==> config.mk <==
export PLATFORM = sky130hd
export DESIGN_NAME = dws_ctrl
export DESIGN_NICKNAME = d
export VERILOG_FILES = /design/src/dws_pkg.sv /design/src/dws_ctrl.sv
export SDC_FILE = /design/constraint.sdc
export NUM_CORES = 1
export LEC_CHECK = 0
export BUFFER_PORTS_ARGS = -buffer_cell sky130_fd_sc_hd__buf_2
export CAP_MARGIN = 0
export CORE_MARGIN = 5
export CORE_UTILIZATION = 47
export CTS_BUF_LIST = sky130_fd_sc_hd__clkbuf_8
export DETAILED_ROUTE_END_ITERATION = 16
export PLACE_DENSITY = 0.92
export SYNTH_ARGS = -nofsm -noshare
export SYNTH_HDL_FRONTEND = slang
export SYNTH_SLANG_ARGS = --single-unit
==> constraint.sdc <==
create_clock -name clk -period 1.7 [get_ports clk]
set_input_delay 0.17 -clock clk [delete_from_list [all_inputs] [get_ports clk]]
set_output_delay 0.17 -clock clk [all_outputs]
set_load 0.02 [all_outputs]
==> src/dws_pkg.sv <==
// ----------------------------------------------------------------------------
// dws_pkg
// Shared types, command codes and defaults for the deadline work scheduler.
// ----------------------------------------------------------------------------
package dws_pkg;

	localparam int SLOT_COUNT_DEF = 32;
	localparam int ITEM_COUNT_DEF = 64;
	localparam int ID_W = 6;
	localparam int CMD_W = 3;
	localparam int TIME_W = 64;
	localparam int PER_W = 32;
	localparam int CNT_W = 32;

	localparam logic [CMD_W-1:0] CMD_SCHEDULE = 3'd0;
	localparam logic [CMD_W-1:0] CMD_ENABLE   = 3'd1;
	localparam logic [CMD_W-1:0] CMD_CLEAR    = 3'd2;
	localparam logic [CMD_W-1:0] CMD_CANCEL   = 3'd3;
	localparam logic [CMD_W-1:0] CMD_SELECT   = 3'd4;
	localparam logic [CMD_W-1:0] CMD_COMPLETE = 3'd5;

	typedef struct packed {
		logic [CMD_W-1:0]  command;
		logic [ID_W-1:0]   item_id;
		logic [TIME_W-1:0] time_value;
		logic [TIME_W-1:0] finish_time;
		logic [PER_W-1:0]  period;
	} req_t;

	typedef struct packed {
		logic              accepted;
		logic              dispatched;
		logic [ID_W-1:0]   dispatched_item;
		logic              wait_known;
		logic [TIME_W-1:0] wait_time;
		logic              deadline_missed;
		logic              still_running;
		logic [CNT_W-1:0]  run_count;
		logic [TIME_W-1:0] longest_run;
	} rsp_t;

	// per-item record, one RAM word
	typedef struct packed {
		logic [TIME_W-1:0] deadline;
		logic [PER_W-1:0]  period;
		logic              armed;
		logic              running;
		logic              accepting;
		logic [CNT_W-1:0]  revision;
		logic [CNT_W-1:0]  lat_rev;
		logic [TIME_W-1:0] lat_dl;
		logic [CNT_W-1:0]  exec_count;
		logic [CNT_W-1:0]  miss_count;
		logic [TIME_W-1:0] last_exec;
		logic [TIME_W-1:0] max_exec;
	} item_rec_t;

	localparam int REC_W = $bits(item_rec_t);

	// controller -> datapath
	typedef struct packed {
		logic clr_wr;
		logic capture;
		logic rd_slot_item;
		logic idx_inc;
		logic attach_track;
		logic attach_new;
		logic detach_hit;
		logic sched_wr;
		logic eval;
		logic sel_take;
		logic sel_wait;
		logic sel_finish;
		logic div_start;
		logic rearm_base;
		logic rearm_wr;
	} ctl_t;

	// datapath -> controller
	typedef struct packed {
		logic             new_sel;
		logic             new_bad;
		logic             clr_last;
		logic             idx_last;
		logic             slot_vld;
		logic             slot_hit;
		logic             free_any;
		logic             slot_id_bad;
		logic [CMD_W-1:0] cmd;
		logic             qen;
		logic             armed;
		logic             running;
		logic             accepting;
		logic             rearm_ok;
		logic             due;
		logic             div_done;
	} sts_t;

endpackage

==> src/dws_ctrl.sv <==
// ----------------------------------------------------------------------------
// dws_ctrl
// Sequencer for the scheduler: clearing pass, record update, slot scans,
// select walk and periodic re-arm.
// ----------------------------------------------------------------------------
module dws_ctrl (
	input  logic          clk,
	input  logic          arst_n,
	input  logic          start,
	input  dws_pkg::sts_t sts,
	output dws_pkg::ctl_t ctl,
	output logic          busy,
	output logic          done
);

	localparam logic [3:0] S_CLR      = 4'd0;
	localparam logic [3:0] S_IDLE     = 4'd1;
	localparam logic [3:0] S_RD       = 4'd2;
	localparam logic [3:0] S_EVAL     = 4'd3;
	localparam logic [3:0] S_SCAN_RD  = 4'd4;
	localparam logic [3:0] S_SCAN_CMP = 4'd5;
	localparam logic [3:0] S_SCHED_WR = 4'd6;
	localparam logic [3:0] S_SEL_RD   = 4'd7;
	localparam logic [3:0] S_SEL_ID   = 4'd8;
	localparam logic [3:0] S_SEL_REC  = 4'd9;
	localparam logic [3:0] S_SEL_END  = 4'd10;
	localparam logic [3:0] S_DIV      = 4'd11;
	localparam logic [3:0] S_BASE     = 4'd12;
	localparam logic [3:0] S_REARM    = 4'd13;
	localparam logic [3:0] S_DONE     = 4'd14;

	logic [3:0] state_q;
	logic [3:0] state_nxt;

	always_ff @(posedge clk or negedge arst_n) begin
		if (!arst_n) begin
			state_q <= S_CLR;
		end else begin
			state_q <= state_nxt;
		end
	end

	always_comb begin
		ctl = '0;
		state_nxt = state_q;
		case (state_q)
			S_CLR: begin
				ctl.clr_wr = 1'b1;
				if (sts.clr_last) begin
					state_nxt = S_IDLE;
				end
			end
			S_IDLE: begin
				if (start) begin
					ctl.capture = 1'b1;
					if (sts.new_sel) begin
						state_nxt = S_SEL_RD;
					end else if (sts.new_bad) begin
						state_nxt = S_DONE;
					end else begin
						state_nxt = S_RD;
					end
				end
			end
			S_RD: state_nxt = S_EVAL;
			S_EVAL: begin
				ctl.eval = 1'b1;
				state_nxt = S_DONE;
				case (sts.cmd)
					dws_pkg::CMD_SCHEDULE: begin
						if (sts.qen && sts.accepting) begin
							state_nxt = S_SCAN_RD;
						end
					end
					dws_pkg::CMD_CANCEL: begin
						if (!sts.running) begin
							state_nxt = S_SCAN_RD;
						end
					end
					dws_pkg::CMD_COMPLETE: begin
						if (sts.running && !sts.accepting) begin
							state_nxt = S_SCAN_RD;
						end else if (sts.running && sts.rearm_ok) begin
							ctl.div_start = 1'b1;
							state_nxt = S_DIV;
						end
					end
					default: state_nxt = S_DONE;
				endcase
			end
			S_SCAN_RD: state_nxt = S_SCAN_CMP;
			S_SCAN_CMP: begin
				if (sts.slot_hit) begin
					if (sts.cmd == dws_pkg::CMD_SCHEDULE) begin
						state_nxt = S_SCHED_WR;
					end else begin
						ctl.detach_hit = 1'b1;
						state_nxt = S_DONE;
					end
				end else begin
					ctl.attach_track = 1'b1;
					if (sts.idx_last) begin
						if (sts.cmd == dws_pkg::CMD_SCHEDULE && sts.free_any) begin
							ctl.attach_new = 1'b1;
							state_nxt = S_SCHED_WR;
						end else begin
							state_nxt = S_DONE;
						end
					end else begin
						ctl.idx_inc = 1'b1;
						state_nxt = S_SCAN_RD;
					end
				end
			end
			S_SCHED_WR: begin
				ctl.sched_wr = 1'b1;
				state_nxt = S_DONE;
			end
			S_SEL_RD: begin
				if (sts.slot_vld) begin
					state_nxt = S_SEL_ID;
				end else if (sts.idx_last) begin
					state_nxt = S_SEL_END;
				end else begin
					ctl.idx_inc = 1'b1;
				end
			end
			S_SEL_ID: begin
				ctl.rd_slot_item = 1'b1;
				if (!sts.slot_id_bad) begin
					state_nxt = S_SEL_REC;
				end else if (sts.idx_last) begin
					state_nxt = S_SEL_END;
				end else begin
					ctl.idx_inc = 1'b1;
					state_nxt = S_SEL_RD;
				end
			end
			S_SEL_REC: begin
				if (sts.armed && !sts.running && sts.due) begin
					ctl.sel_take = 1'b1;
					state_nxt = S_DONE;
				end else begin
					ctl.sel_wait = sts.armed && !sts.running;
					if (sts.idx_last) begin
						state_nxt = S_SEL_END;
					end else begin
						ctl.idx_inc = 1'b1;
						state_nxt = S_SEL_RD;
					end
				end
			end
			S_SEL_END: begin
				ctl.sel_finish = 1'b1;
				state_nxt = S_DONE;
			end
			S_DIV: begin
				if (sts.div_done) begin
					state_nxt = S_BASE;
				end
			end
			S_BASE: begin
				ctl.rearm_base = 1'b1;
				state_nxt = S_REARM;
			end
			S_REARM: begin
				ctl.rearm_wr = 1'b1;
				state_nxt = S_DONE;
			end
			S_DONE: state_nxt = S_IDLE;
			default: state_nxt = S_IDLE;
		endcase
	end

	assign busy = state_q != S_IDLE;
	assign done = state_q == S_DONE;

endmodule

* After elaboration in Yosys (flattened, before gate mapping)
Index checks and enable logic that the tools add are counted.
** Storage, ports and cells
- Memories :: 0
- Latch bits :: 0
- Output and inout bits :: 17
- Bits of input ports :: 21
- Bits in registers :: 4
- ROM bits :: 0
- Logic and storage cells :: 81
- RAM bits :: 0
** Operators by class
- Shift operators :: 0
- Add/subtract/negate cells :: 0
- Div/mod/pow operators :: 0
- Bitwise operators :: 0
- Multiplexer cells :: 47
- Reduce and logical (&&, ||, !) cells :: 12
- Multiply operators :: 0
- Magnitude comparators :: 0
- Equality and inequality tests :: 21
** Operators by type and width (number)
- 2-to-1 mux 4 bit :: 17
- one-hot mux 4 bit (12 select lines) :: 1
- == test 4 bit (second input constant) :: 7
- 2-to-1 mux 1 bit :: 23
- == test 4 x 3 -> 1 bit (second input constant) :: 4
- one-hot mux 4 bit (3 select lines) :: 1
- 2-to-1 mux 3 bit :: 3
- == test 4 x 2 -> 1 bit (second input constant) :: 2
- logical AND 1 bit :: 6
- != test 2 bit (second input constant) :: 3
- == test 4 x 1 -> 1 bit (second input constant) :: 1
- zero test 4 bit :: 1
- != test 4 x 1 -> 1 bit (second input constant) :: 1
- one-hot mux 1 bit (4 select lines) :: 1
- AND reduction 4 bit :: 1
- == test 3 x 2 -> 1 bit (second input constant) :: 1
- == test 3 bit (second input constant) :: 1
- zero test 3 bit :: 1
- != test 3 bit (second input constant) :: 1
- OR reduction 3 bit :: 1
- zero test 1 bit :: 2
- 2-to-1 mux 2 bit :: 1

* Depth between registers and ports, before layout
Gate-level depths: netlist (run 1).
- Depth in word-level cells :: 6
- Mapped depth :: 7
- Mapped depth without buffers :: 5

* Worst setup path before layout (run 1)
Ideal clock, no wire load.
- Path kind :: reg-to-output
- Start point :: register state_q[2]
- End point :: output ctl[11] (netlist name)
- Path buffers :: 0
- Required time :: 1.530 ns
- Slack :: -0.252 ns
- Data arrival time :: 1.782 ns
- Cell stages (with the launch flop) :: 6
- Cell sequence :: dfrtp_1 nand2b_2 nor3_1 a21o_1 nor2_1 o22ai_1
** RTL lines
- start, declared :: RTL line dws_ctrl.sv:32 : logic [3:0] state_q;
- start signal, assigned :: RTL line dws_ctrl.sv:39 : state_q <= state_nxt;
- end, declared :: RTL line dws_ctrl.sv:11 : output dws_pkg::ctl_t ctl,

* Final worst setup path (run 1)
- Start point :: register state_q[2]
- End point :: register state_q[1]
** On the way
- Cells in the longest elaborated chain, start to end :: 3
- Elaborated cells between the ends (all ways) :: 21
- Classes of those cells :: eq/ne (17); mux (1); reduce/logical (3)
** RTL lines
- == test 4 bit, or another cell as far along :: RTL line dws_ctrl.sv:46 : case (state_q)
- OR reduction 3 bit (no line), or another cell as far along
- one-hot mux 4 bit (12 select lines) / AND reduction 4 bit (equally long branches)
Several ways; a longest one is shown, not always the timed one.
A chain may end at the register's enable or synchronous reset.

==> results.cfg, run 1 <==
[critical_path]
critPathCaptureType = flop
worstSetupPathType = reg2reg
crit_chain = buf_4, nand2b_4, buf_4, nor4_1, a211oi_1, o31ai_1, o311ai_1
path_common_cell = buf_4
cp.required_ns = 1.77
cp-start-kind = flop
critPathArrivalTime_ns = 1.83
critPathMaxFanout = 6
rrSetupSlack_ns = -0.06
slowest_delay_ns = 0.43
cp_slowest_cell = dfrtp_2

[final_layout]
fillers = 113
drive_gt1_frac = 0.4800
regMostFlops = state_q
n_antenna_cell = 0
design_area_um2 = 1115
instances_no_fill = 166
biggestRegsByFlops = state_q (4)
largest_register_ffs = 4
num-nets-final = 173
areaGrowthSynthToFinish_pct = 46.79

[sta]
min_period_ns = 1.762
rsz0062_at_grt = true
finalWorstSetupSlack_ns = -0.06200
period_share = 1.036
drv_slew = 0
finalSetupViolCount = 1
max_freq_mhz = 567.5
finClkSkew_ns = 0.0005893
tns_ns = -0.06200
tightest_slew_ns = 0.4182
hold_viol_final = 0
slew_headroom = 0.7206

[cts]
clk_pin_slew_ns = 0.03
cts_sinks = 4
h-tree-depth = 1
cts_tree = yes
numCtsBuffers = 3
root_buffer = clkbuf_8
clockBufferDepth = 2
worstSkewPairLatency_ns = 0.22

[detailed_routing]
drc = 0
first_pass_iters = 6
wl_um = 2995
viasPerCell = 6.307
drt_iter0_drc = 51
antenna_left = 0
routedWlPerCell_um = 18.04
via_count = 1047

[placement]
post_dp_cell_area_um2 = 963.4
dpl_worst_slack_ns = 0.02035
placed_cells = 154
place_congestion = 0.9181
dpl.hpwl_um = 1922
io_buffer_count = 37

[power_and_ir_drop]
peakVddDrop_uv = 1061
p_leak_nw = 0.5581
switching_share = 0.5090
intPower_mw = 1.019
clkPwrFrac = 0.096
powerDensity_nw_per_um2 = 1861
seqPwrFrac = 0.118
comb_power_share = 0.785
p_sw_mw = 1.056
fin_total_pwr_mw = 2.075

[die]
die_y_um = 50.20
pin_count = 38
dieArea_um2 = 2520
rows = 14
start_util = 0.4984
die_x_um = 50.20
core_um2 = 1524

[run_status]
status = finished, violations left
failed_checks = setup timing

[synth]
synthDistinctLibCells = 47
avgSynthCellArea_um2 = 7.303
ys_warn_count = 0
synth.most_common_cell = nor2_1
syn_nets = 125
synth_edf_count = 0
synth_top_area_share = 0.1318
yosys-top-cells-area = dfrtp_1 13%, nor2_1 6.9%, nor3_1 5.3%
yosys.area.top_type = dfrtp_1
synthTopCellsByCount = 14 x nor2_1, 8 x nand2_1, 8 x nor3_1
synth_seq_area_share = 0.1318
yosys_most_used_dff = dfrtp_1
netlist_instances = 104
async_flop_share = 1.000
syn_area_um2 = 759.5
synth_seq_cells = 4

[hold_path]
hold_class = in2reg

[flow_run]
cap_violations = 0

[grt]
grt_max_degree = 18
antenna_found_initial = 0
grt-ovfl-total = 0
gr-usage-all-layers = 0.2263
grt_pass1_vias = 1023
grt_pass1_wl_um = 4567
layout make-up:
cell class	instances	area, µm²	area share
multi-input cells	86	611.8	0.5488
inverters	6	22.52	0.02020
repair buffers	51	315.3	0.2828
flip-flops and latches	4	103.9	0.09315
well taps	16	20.02	0.01796
clock buffers	3	41.29	0.03704
cells in the final DEF (no fill, tap or decap), types with 2 or more instances in the layout:
master,count
buf_2,36
nor2_1,13
buf_4,11
nand2_1,8
nor3_1,7
inv_1,6
a21oi_1,5
o21ai_0,5
nand2b_4,3
a21o_1,3
and3_1,3
clkbuf_8,3
dfrtp_2,3
nand3_1,2
nor2b_1,2
nor4_1,2
buf_6,2
cells by family after synthesis:
group | Yosys count | share of synthesized area
AOI/OAI and AO/OA | 30 | 0.3196
buffers and inverters | 14 | 0.1203
xor gates and xnor gates | 1 | 0.01153
and+or+nand+nor | 55 | 0.4168
DFF | 4 | 0.1318
final timing paths:
path	startpoint	endpoint	depth (start not counted)
worst min register to register	state_q[2]	state_q[3]	2
worst min-delay path	sts[15]	state_q[0]	2
worst max register to register	state_q[2]	state_q[1]	7
max in group asynchronous	arst_n	state_q[3]	2
worst max-delay path	state_q[2]	state_q[1]	7
min in group asynchronous	arst_n	state_q[0]	2
stage by stage:
stage | hold slack [ns] | utilization
floorplan | -0.1256 | -
global placement | -0.02325 | 0.6322
detailed placement | -0.02424 | 0.6322
CTS | 0.2066 | 0.7020
global route | 0.2242 | 0.7315
finish | 0.2183 | 0.7315
worst max-delay path: cells and delay by family (launching register included):
| family | cells | cell delay (ns) |
|---|---|---|
| AOI/OAI and AO/OA | 3 | 0.57 |
| buffers and inverters | 2 | 0.30 |
| and+or+nand+nor | 2 | 0.31 |
| DFF | 1 | 0.43 |
power by group through the flow:
stage                     Combinational [mW]  Sequential [mW]  Clock [mW]
final                                   1.63            0.246       0.200
after global routing                    1.74            0.252       0.207
after CTS                               1.45            0.232       0.201
after detailed placement                1.29            0.242           0
after global placement                  1.27            0.236           0
after floorplan                         1.07            0.196           0
metal layers:
metal	track usage	share of wire	vias to the layer above
li1	-	-	479
met1	0.2703	0.39	476
met2	0.3912	0.48	74
met3	0.02367	0.087	18
met4	0.1223	0.037	0
met5	0	0	-
what timing repair did:
item,in CTS,in global routing
setup endpoints to repair,5,6
cloned,0,0
gates resized for setup,6,6
pin swaps,0,3
hold buffers,1,0
buffers inserted,5,3
hold endpoints to repair,4,0
Note: power is estimated with default switching activity, not from simulation.
==> run 2: changes to the inputs <==
Settings changed: TNS_END_PERCENT from default to 20.
==> results.cfg, run 2 (same netlist as run 1, synthesis figures left out) <==
[final_layout]
n_antenna_cell = 0
layout_commonest_cell = buf_2
biggestRegsByFlops = state_q (4)
multi_input_area_um2 = 620.6
instances_no_fill = 164
num-nets-final = 171
largest_register_ffs = 4
ff_latch_area_um2 = 102.6
final_cell_mix = 37 x buf_2, 14 x nor2_1, 9 x buf_4, 8 x nand2_1, 7 x nor3_1
drive_gt1_frac = 0.4730
regMostFlops = state_q
fillers = 128
areaGrowthSynthToFinish_pct = 42.83
utilization = 0.7118

[sta]
period_share = 1.001
finalWorstSetupSlack_ns = -0.001689
max_freq_mhz = 587.7
min_period_ns = 1.702
tightest_slew_ns = 0.4618
drv_slew = 0
finalSetupViolCount = 2
hold_viol_final = 0
slew_headroom = 0.6881
rsz0062_at_grt = true
finClkSkew_ns = 0.001779

[grt]
grt_pass1_vias = 987
grt_max_degree = 12
antenna_found_initial = 0
grt-ovfl-total = 0
grt_pass1_wl_um = 4229
gr-usage-all-layers = 0.2081

[critical_path]
r2r_end = state_q[0]
cp-start-kind = flop
rrSetupSlack_ns = 0.02
worstSetupPathType = reg2out
r2r-start = state_q[2]
cp.required_ns = 1.53
critPathArrivalTime_ns = 1.53
critPathCaptureType = output port
worstRegToRegCells = 6
critPathMaxFanout = 8

[power_and_ir_drop]
clkPwrFrac = 0.096
p_sw_mw = 1.016
p_leak_nw = 0.5385
seqPwrFrac = 0.118
comb_power_share = 0.786
intPower_mw = 0.9587
powerDensity_nw_per_um2 = 1820
switching_share = 0.5144
peakVddDrop_uv = 1219

[detailed_routing]
viasPerCell = 6.140
wl_um = 2703
first_pass_iters = 4
drt_iter0_drc = 30
antenna_left = 0
drc = 0
routedWlPerCell_um = 16.48
via_count = 1007

[run_status]
status = finished, violations left
failed_checks = setup timing

[die]
dieArea_um2 = 2520
core_um2 = 1524
pin_count = 38
rows = 14
start_util = 0.4984
die_x_um = 50.20
die_y_um = 50.20

[placement]
placed_cells = 154
dpl.hpwl_um = 1929
dpl_worst_slack_ns = 0.04155
place_congestion = 0.9461
io_buffer_count = 37

[hold_path]
hold_depth = 2
hold_class = in2reg
hold_end = state_q[0]
min_from = sts[15]

[cts]
clockBufferDepth = 2
root_buffer = clkbuf_8
numCtsBuffers = 3
cts_sinks = 4
h-tree-depth = 1
cts_tree = yes
clk_pin_slew_ns = 0.03
worstSkewPairLatency_ns = 0.21

[flow_run]
cap_violations = 0
-- run 2: repair_timing --
action,in CTS,in global routing
endpoints found under the setup margin,3,5
endpoints found under the hold margin,4,0
hold buffers,1,0
setup buffers,6,0
pin swaps,0,2
resized for setup,5,6
gates cloned,0,0
-- run 2: power groups by stage --
| stage | logic [mW] | clock network (mW) | registers, mW |
|---|---|---|---|
| floorplan | 1.06 | 0 | 0.196 |
| global placement | 1.23 | 0 | 0.233 |
| detailed placement | 1.27 | 0 | 0.239 |
| CTS | 1.42 | 0.192 | 0.228 |
| global route | 1.67 | 0.203 | 0.242 |
| finish | 1.55 | 0.190 | 0.233 |
-- run 2: cell type report --
type / instances / area share
Multi-Input combinational cell: 86 / 0.5721
Timing Repair Buffer: 49 / 0.2561
Sequential cell: 4 / 0.09458
Clock buffer: 3 / 0.03806
Inverter: 6 / 0.02076
Tap cell: 16 / 0.01845
-- run 2: how the worst max path moves through the flow --
| stage | startpoint | to | cells past startpoint |
|---|---|---|---|
| after global routing | state_q[1] | ctl[11] | 5 |
| final | state_q[1] | ctl[11] | 5 |
| after global placement | state_q[2] | state_q[0] | 5 |
| after floorplan | state_q[1] | ctl[8] | 4 |
| after detailed placement | state_q[2] | state_q[0] | 5 |
| after CTS | state_q[1] | ctl[11] | 5 |
-- run 2: layer usage --
metal  track usage  routed length, µm  vias up
met5             0                  0        -
met4       0.07860                 29        0
met3       0.02367                245        6
met2        0.3954               1432       64
met1        0.2306                995      461
li1              -                  -      476
-- run 2: metrics by stage --
stage                       TNS, ns  hold slack, ns  area, µm²  total power [mW]
after floorplan            -0.02366         -0.1256      770.7             1.260
after global placement            0        -0.02638      944.7             1.463
after detailed placement          0        -0.02428      944.7             1.505
after CTS                         0          0.2234       1052             1.837
after global routing        -0.2567          0.2456       1085             2.119
final                     -0.002839          0.2268       1085             1.974
-- run 2: critical path: stages (launching register included) --
cell and delay, ns:
dfrtp_1 0.38, nand2b_2 0.31, nor3_4 0.26, nor2_1 0.09, o22ai_2 0.10, buf_2 0.18
